$ cat src/hdl/ssp_ram.sv
// ----------------------------------------------------------------------------
// Shortest path unit RAM
// Simple dual-port synchronous RAM: one write port, one registered read port.
// ----------------------------------------------------------------------------
module ssp_ram #(
    parameter int WIDTH = 8,
    parameter int DEPTH = 64,
    localparam int AW   = (DEPTH > 1) ? $clog2(DEPTH) : 1
) (
    input  logic             i_clk,
    input  logic             i_we,
    input  logic [AW-1:0]    i_waddr,
    input  logic [WIDTH-1:0] i_wdata,
    input  logic             i_re,
    input  logic [AW-1:0]    i_raddr,
    output logic [WIDTH-1:0] o_rdata
);

    logic [WIDTH-1:0] r_mem [DEPTH];
    logic [WIDTH-1:0] r_rdata;

    always_ff @(posedge i_clk) begin
        if (i_we) begin
            r_mem[i_waddr] <= i_wdata;
        end
        if (i_re) begin
            r_rdata <= r_mem[i_raddr];
        end
    end

    assign o_rdata = r_rdata;

endmodule
$ cat config.mk
export PLATFORM = sky130hd
export DESIGN_NAME = ssp_ram
export DESIGN_NICKNAME = d
export VERILOG_FILES = /design/src/hdl/ssp_ram.sv
export SDC_FILE = /design/constraint.sdc
export NUM_CORES = 1
export LEC_CHECK = 0
export BUFFER_PORTS_ARGS = -buffer_cell sky130_fd_sc_hd__buf_4
export CAP_MARGIN = 40
export CORE_UTILIZATION = 62
export CTS_CLUSTER_DIAMETER = 100
export DETAILED_ROUTE_END_ITERATION = 12
export GPL_ROUTABILITY_DRIVEN = 0
export HOLD_SLACK_MARGIN = 0.1
export PLACE_DENSITY = 0.87
export SYNTH_ARGS = -nofsm -noshare
export SYNTH_HDL_FRONTEND = slang
export SYNTH_SLANG_ARGS = --single-unit
$ cat constraint.sdc
create_clock -name i_clk -period 3.1 [get_ports i_clk]
set_input_delay 0.775 -clock i_clk [delete_from_list [all_inputs] [get_ports i_clk]]
set_output_delay 0.775 -clock i_clk [all_outputs]
set_load 0.05 [all_outputs]
==> impl_metrics.yaml, run 1 <==
outcome:
  outcome: "finished clean"
clock_tree:
  setup_fix_buffers_added_after_clock_tree_synthesis: 0
  cts.sink_count: 520
  clock_tree.root_cell: "sky130_fd_sc_hd__clkbuf_16"
  cts_inserted_buffers: 49
  tritoncts_clock_tree: "yes"
  clock_latency_ns: 0.55
  htreeDepth: 2
  holdBufCountCts: 0
  postCtsResizedCells: 0
  cts.reportedPaths.clkPinSlew_ns: 0.06
  clk_path_buf_depth: 3
synthesis:
  synth.net_count: 963
  synth.distinct_cells: 39
  netlist_instances: 940
  synthesis.area_um2: 20200
  synth_top_family_by_area: "multiplexers"
  asyncSetResetFlopFracSynth_pct: 0
  yosys_register_bits: 520
  yosys_most_used_dff: "sky130_fd_sc_hd__edfxtp_1"
  synth_edf_count: 520
  synth.yosys.seq_area_share_pct: 77.1
  muxShareOfSynthArea_pct: 15.9
  simple_gate_share_of_the_synthesized_area_pct: 3.37
  synth.avg_cell_area_um2: 21.5
  synthesized_area_fraction_occupied_by_ao_oa_aoi_and_oai_cells_pct: 2.06
  yosysWarningCount: 0
  synthXorXnorAreaFrac_pct: 0
  synthAdderAreaFrac_pct: 0
worst_hold_path:
  whs_path_depth: 1
  hold_end: "o_rdata[4]"
  min-delay-start: "i_re"
  min-delay-path-class: "input pin to register"
sta:
  final_tns_setup_ns: 0
  hold_violations: 0
  slew_violations: 0
  setup_repair_after_global_routing_missed_its_margin: "false"
  timing.final.crit_share_pct: 83.9
  max_clock_freq_mhz: 385
  slew_headroom_pct: 47.3
  worst-slew-pin-transition_ns: 0.785
  timing.clock.skew_ns: 0.0167
  worst_slack_ns: 0.501
  tmin_final_ns: 2.60
  timing.final.setup_violations: 0
route:
  dr.first_iter.drc_count: 1668
  drt-vias-per-instance: 6.89
  final_antenna_net_count: 0
  drt_pass1_iterations: 8
  vias: 10700
  postRouteWirelength_um: 47900
  drc_errors: 0
  detail_route.wl_per_cell_um: 31.0
power_and_ir_drop:
  max_ir_drop_vdd_uv: 364
  power.density_cell_area_nw_per_um2: 629
  leakage_nw: 7.45
grt:
  grt_antenna_before_repair: 3
  globalRouteTotalUtil_pct: 30.1
  globalRoute.totalOverflow: 0
  grt_max_degree: 65
  first_pass_grt_wire_length_um: 71200
  first_global_vias: 11000
cells_and_area:
  mostFrequentLayoutCells: "sky130_fd_sc_hd__edfxtp_1, sky130_fd_sc_hd__mux4_2, sky130_fd_sc_hd__buf_4, sky130_fd_sc_hd__nor2_1, sky130_fd_sc_hd__clkbuf_16"
  layout-drive-gt1-share_pct: 30.5
  mostFrequentLayoutCell: "sky130_fd_sc_hd__edfxtp_1"
  area_growth_pct: 14.3
  count_of_fill_cells_added_during_filler_insertion: 1648
  final_net_count: 1097
  stdcell_count: 1546
flow_run:
  cap_violations: 0
die:
  core_area_um2: 31900
  die-height_um: 183
  io_pins: 31
  die-area_um2: 33400
  floorplan.die.width_um: 183
  std_cell_rows: 65
  initial_utilization_pct: 63.5
worst_setup_path:
  worst_r2r_startpoint: "r_mem[15][2]"
  worst-endpoint-arrival_ns: 2.89
  crit_path_end_kind: "register"
  r2r-end: "o_rdata[2]"
  crit_path_start_kind: "input pin"
  r2r_slack_ns: 0.87
  critical_path_peak_fanout: 27
  reg2regPathDepth: 5
  timing.setup.critical_path_class: "input pin to register"
  critical_path_required_ns: 3.39
placed_design:
  placement.setup.worst_slack_ns: 0.0463
  dp_hpwl_um: 26700
  placedCellCount: 1458
  io_buffers: 30
worst max path at each step:
stage / end / startpoint / cells after the start / slack [ns]
floorplan: o_rdata[3] / i_raddr[1] / 7 / 0.52
global placement: o_rdata[1] / i_raddr[0] / 7 / 0.05
detailed placement: o_rdata[1] / i_raddr[0] / 7 / 0.05
CTS: o_rdata[1] / i_raddr[0] / 7 / 0.54
global route: o_rdata[4] / i_raddr[1] / 9 / 0.37
finish: o_rdata[4] / i_raddr[1] / 9 / 0.50
metrics by stage:
step	hold WS [ns]	util, %	total power, W	cell area (um^2)
after global placement	0.919	67.7	0.00870	21600
after global routing	0.554	72.6	0.0149	23200
after detailed placement	0.942	67.7	0.00873	21600
after CTS	0.551	72.6	0.0146	23100
final	0.570	72.6	0.0146	23200
after floorplan	0.797	-	0.00841	20200
logic make-up after synthesis:
group	count (synthesis)
flops	520
buf+inv	51
compound gates	54
simple gates	153
mux	162
final cells by class:
type	count	area (um^2)	share of cell area, %
timing repair buffer	134	1110	4.80
sequential	520	15600	67.4
antenna	1	2.50	0.0108
clock buffer	61	1270	5.49
tap	435	544	2.35
clock inverter	26	290	1.25
multi-input combinational	369	4320	18.6
synth_stat cells, types with 4 or more instances:
master                     number  area [um^2]
sky130_fd_sc_hd__nand3_1       13         65.1
sky130_fd_sc_hd__buf_2         11         55.1
sky130_fd_sc_hd__o221ai_1       8         70.1
sky130_fd_sc_hd__nor3_1         7         35.0
sky130_fd_sc_hd__mux2i_1       23          230
sky130_fd_sc_hd__a211oi_1       4         30.0
sky130_fd_sc_hd__mux4_2       126         2840
sky130_fd_sc_hd__nor2_1        83          312
sky130_fd_sc_hd__o22ai_1        8         50.1
sky130_fd_sc_hd__buf_4         13         97.6
sky130_fd_sc_hd__a221oi_1       6         52.6
sky130_fd_sc_hd__buf_6          4         45.0
sky130_fd_sc_hd__mux2_2        13          146
sky130_fd_sc_hd__edfxtp_1     520        15600
sky130_fd_sc_hd__nand2_1       19         71.3
sky130_fd_sc_hd__buf_1          4         15.0
sky130_fd_sc_hd__nand2b_1       7         43.8
sky130_fd_sc_hd__clkbuf_1      17         63.8
sky130_fd_sc_hd__nor2b_1       14         87.6
sequential cells by signal, summed over array words and instances, names as in the netlist:
name and flops:
o_rdata 8, r_mem 512
critical path, cell delays in order:
cell and delay (ns):
sky130_fd_sc_hd__buf_4 0.30, sky130_fd_sc_hd__buf_12 0.26, sky130_fd_sc_hd__buf_4 0.28, sky130_fd_sc_hd__nand2b_1 0.17, sky130_fd_sc_hd__a211oi_1 0.33, sky130_fd_sc_hd__nor4_1 0.14
sky130_fd_sc_hd__buf_4 0.16, sky130_fd_sc_hd__nor3_1 0.30, sky130_fd_sc_hd__o32ai_1 0.15
per-layer routing:
layer / share of wire, % / wire length (um) / global-route usage, %
met1: 35 / 16900 / 41.0
met2: 49 / 23500 / 48.0
met3: 11 / 5470 / 6.09
met4: 4.4 / 2110 / 12.9
met5: 0.031 / 15 / 0
report_power, final:
group	internal [W]	switching, W
logic	0.000306	0.000501
clock network	0.00347	0.00246
registers	0.00780	0.0000223
No activity file was read; power rests on OpenSTA's default activity.
==> inputs of run 2 (changes only) <==
--- a/config.mk
+++ b/config.mk
@@ -5,14 +5,15 @@
 export SDC_FILE = /design/constraint.sdc
 export NUM_CORES = 1
 export LEC_CHECK = 0
+export ABC_AREA = 1
 export BUFFER_PORTS_ARGS = -buffer_cell sky130_fd_sc_hd__buf_4
 export CAP_MARGIN = 40
-export CORE_UTILIZATION = 62
+export CORE_UTILIZATION = 63
 export CTS_CLUSTER_DIAMETER = 100
 export DETAILED_ROUTE_END_ITERATION = 12
 export GPL_ROUTABILITY_DRIVEN = 0
 export HOLD_SLACK_MARGIN = 0.1
-export PLACE_DENSITY = 0.87
+export PLACE_DENSITY = 0.88
 export SYNTH_ARGS = -nofsm -noshare
 export SYNTH_HDL_FRONTEND = slang
 export SYNTH_SLANG_ARGS = --single-unit
==> constraint.sdc (replaced) <==
create_clock -name i_clk -period 2.7 [get_ports i_clk]
set_input_delay 0.675 -clock i_clk [delete_from_list [all_inputs] [get_ports i_clk]]
set_output_delay 0.675 -clock i_clk [all_outputs]
set_load 0.05 [all_outputs]
==> run 2 against run 1 <==
Net effect:
- wire length is 13% higher
- cell count rose by 53%
- clock power increased by 13%
- largest power group unchanged
- highest routed layer is now met4
==> impl_metrics.yaml, run 2 <==
grt:
  globalRoute.totalOverflow: 0
  first_global_vias: 14800
  grt_most_used_layer: "met2"
  globalRouteMet1Util_pct: 39.7
  use_met3_pct: 6.11
  met2_usage_pct: 50.5
  grt_antenna_before_repair: 1
  first_pass_grt_wire_length_um: 82300
  globalRouteTotalUtil_pct: 31.1
  grt_max_degree: 129
clock_tree:
  holdBufCountCts: 0
  clk_path_buf_depth: 3
  tritoncts_clock_tree: "yes"
  clock_latency_ns: 0.57
  clock_tree.root_cell: "sky130_fd_sc_hd__clkbuf_16"
  cts.sink_count: 520
  setup_fix_buffers_added_after_clock_tree_synthesis: 0
  postCtsResizedCells: 0
  cts_inserted_buffers: 49
  htreeDepth: 2
  cts.reportedPaths.clkPinSlew_ns: 0.07
sta:
  worst-slew-pin-transition_ns: 0.818
  max_clock_freq_mhz: 480
  tmin_final_ns: 2.08
  final_tns_setup_ns: 0
  worst_slack_ns: 0.617
  timing.final.crit_share_pct: 77.1
  slew_headroom_pct: 45.4
  timing.final.setup_violations: 0
  hold_violations: 0
  timing.clock.skew_ns: 0.00807
  setup_repair_after_global_routing_missed_its_margin: "false"
  slew_violations: 0
cells_and_area:
  mostFrequentLayoutCells: "sky130_fd_sc_hd__nand2_1, sky130_fd_sc_hd__edfxtp_1, sky130_fd_sc_hd__nand3_1, sky130_fd_sc_hd__buf_4, sky130_fd_sc_hd__nor2_1"
  area_growth_pct: 11.2
  largest_reg_flops: 512
  mostFrequentLayoutCell: "sky130_fd_sc_hd__nand2_1"
  layout-drive-gt1-share_pct: 10.3
  final_net_count: 1895
  regMostFlops: "r_mem"
  multi_input_area_um2: 4950
  sequential_cell_area_um2: 15600
  count_of_fill_cells_added_during_filler_insertion: 1979
synthesis:
  netlist.top_cell.by_area: "sky130_fd_sc_hd__edfxtp_1"
  synth.yosys.seq_area_share_pct: 72.9
  netlist_top_cells_count: "sky130_fd_sc_hd__nand2_1, sky130_fd_sc_hd__edfxtp_1, sky130_fd_sc_hd__nand3_1, sky130_fd_sc_hd__nor2_1, sky130_fd_sc_hd__buf_2"
  synthDominantCellAreaShare_pct: 72.9
  synth.net_count: 1828
  synth.distinct_cells: 15
  synthesis.area_um2: 21400
  yosysWarningCount: 0
  yosys_register_bits: 520
  synth_top_cells_by_area: "sky130_fd_sc_hd__edfxtp_1, sky130_fd_sc_hd__nand2_1, sky130_fd_sc_hd__nand3_1, sky130_fd_sc_hd__buf_6, sky130_fd_sc_hd__nor2_1"
  asyncSetResetFlopFracSynth_pct: 0
  yosys_most_used_dff: "sky130_fd_sc_hd__edfxtp_1"
  synthMostInstantiatedCell: "sky130_fd_sc_hd__nand2_1"
  synth.avg_cell_area_um2: 11.9
  synth_edf_count: 520
  netlist_instances: 1805
route:
  drt-vias-per-instance: 6.46
  detail_route.wl_per_cell_um: 22.9
  drc_errors: 0
  vias: 15200
  final_antenna_net_count: 0
  postRouteWirelength_um: 54100
  dr.first_iter.drc_count: 2425
  drt_pass1_iterations: 8
die:
  die-area_um2: 34700
  floorplan.die.width_um: 186
  core_area_um2: 33500
  die-height_um: 186
  initial_utilization_pct: 63.9
  io_pins: 31
  std_cell_rows: 67
worst_setup_path:
  crit_path_start_kind: "input pin"
  timing.setup.critical_path_class: "input pin to register"
  critical_path_required_ns: 3.01
  reg2regPathDepth: 8
  critical_path_peak_fanout: 128
  worst-endpoint-arrival_ns: 2.40
  crit_path_end_kind: "register"
worst_hold_path:
  min-delay-path-class: "input pin to register"
  whs_path_depth: 1
placed_design:
  io_buffers: 30
  dp_hpwl_um: 29500
  placement.setup.worst_slack_ns: 0.202
power_and_ir_drop:
  leakage_nw: 8.72
  max_ir_drop_vdd_uv: 504
  power.density_cell_area_nw_per_um2: 705
flow_run:
  cap_violations: 0
outcome:
  outcome: "finished clean"
run 2: cell count changes after synthesis, sizes merged, moves of 8 or more:
cell	change
o221ai	-8
nor2b	-14
mux2	-13
buf	+64
mux2i	-23
o22ai	-8
mux4	-126
nand2	+629
inv	+12
nor2	-27
nand3	+426
run 2: logic make-up after synthesis:
family        after synthesis  share of synthesized area, %
buf+inv                   125                          4.01
simple gates             1160                          23.1
flops                     520                          72.9
run 2: worst paths after layout:
check	slack, ns	endpoint	startpoint
worst max-delay path	0.62	o_rdata[5]	i_raddr[1]
worst min register to register	0.90	o_rdata[3]	r_mem[13][3]
worst min-delay path	0.42	o_rdata[4]	i_re
worst max register to register	1.13	o_rdata[5]	r_mem[55][5]
run 2: worst max-delay path, cell delays in order:
cell and delay, ns:
sky130_fd_sc_hd__buf_4 0.11, sky130_fd_sc_hd__buf_12 0.49, sky130_fd_sc_hd__nand3_1 0.25, sky130_fd_sc_hd__nand3_1 0.17, sky130_fd_sc_hd__nand2_1 0.08, sky130_fd_sc_hd__nand2_1 0.08
sky130_fd_sc_hd__nand3_1 0.16, sky130_fd_sc_hd__nand3_1 0.21, sky130_fd_sc_hd__nand2_1 0.07
run 2: power by group:
| part | leakage (nW) | switching (W) | internal, W |
|---|---|---|---|
| Clock | 0.751 | 0.00286 | 0.00383 |
| Combinational | 3.28 | 0.000844 | 0.000279 |
| Sequential | 4.69 | 0.0000243 | 0.00895 |
| Total | 8.72 | 0.00373 | 0.0131 |
run 2: cell type report:
cell class | count | share of cell area, %
Antenna cell | 1 | 0.0105
Clock buffer | 64 | 5.56
Sequential cell | 520 | 65.5
Inverter | 12 | 0.215
Tap cell | 448 | 2.35
Multi-Input combinational cell | 1160 | 20.8
Timing Repair Buffer | 129 | 4.61
Clock inverter | 26 | 0.940
run 2: routing by layer:
layer	up-vias	share of wire, %
met5	-	0
met4	0	5.3
met3	249	13
met2	1340	48
met1	7175	34
li1	6481	-
run 2: metrics by stage:
step	hold slack (ns)	total power (W)	util, %	instances	instance area (um^2)
after global routing	0.416	0.0171	71.0	2359	23800
after global placement	0.862	0.0102	66.4	2269	22300
after CTS	0.414	0.0168	71.0	2359	23800
after detailed placement	0.879	0.0102	66.4	2269	22300
final	0.421	0.0168	71.0	2360	23800
after floorplan	0.774	0.00981	-	1805	21400
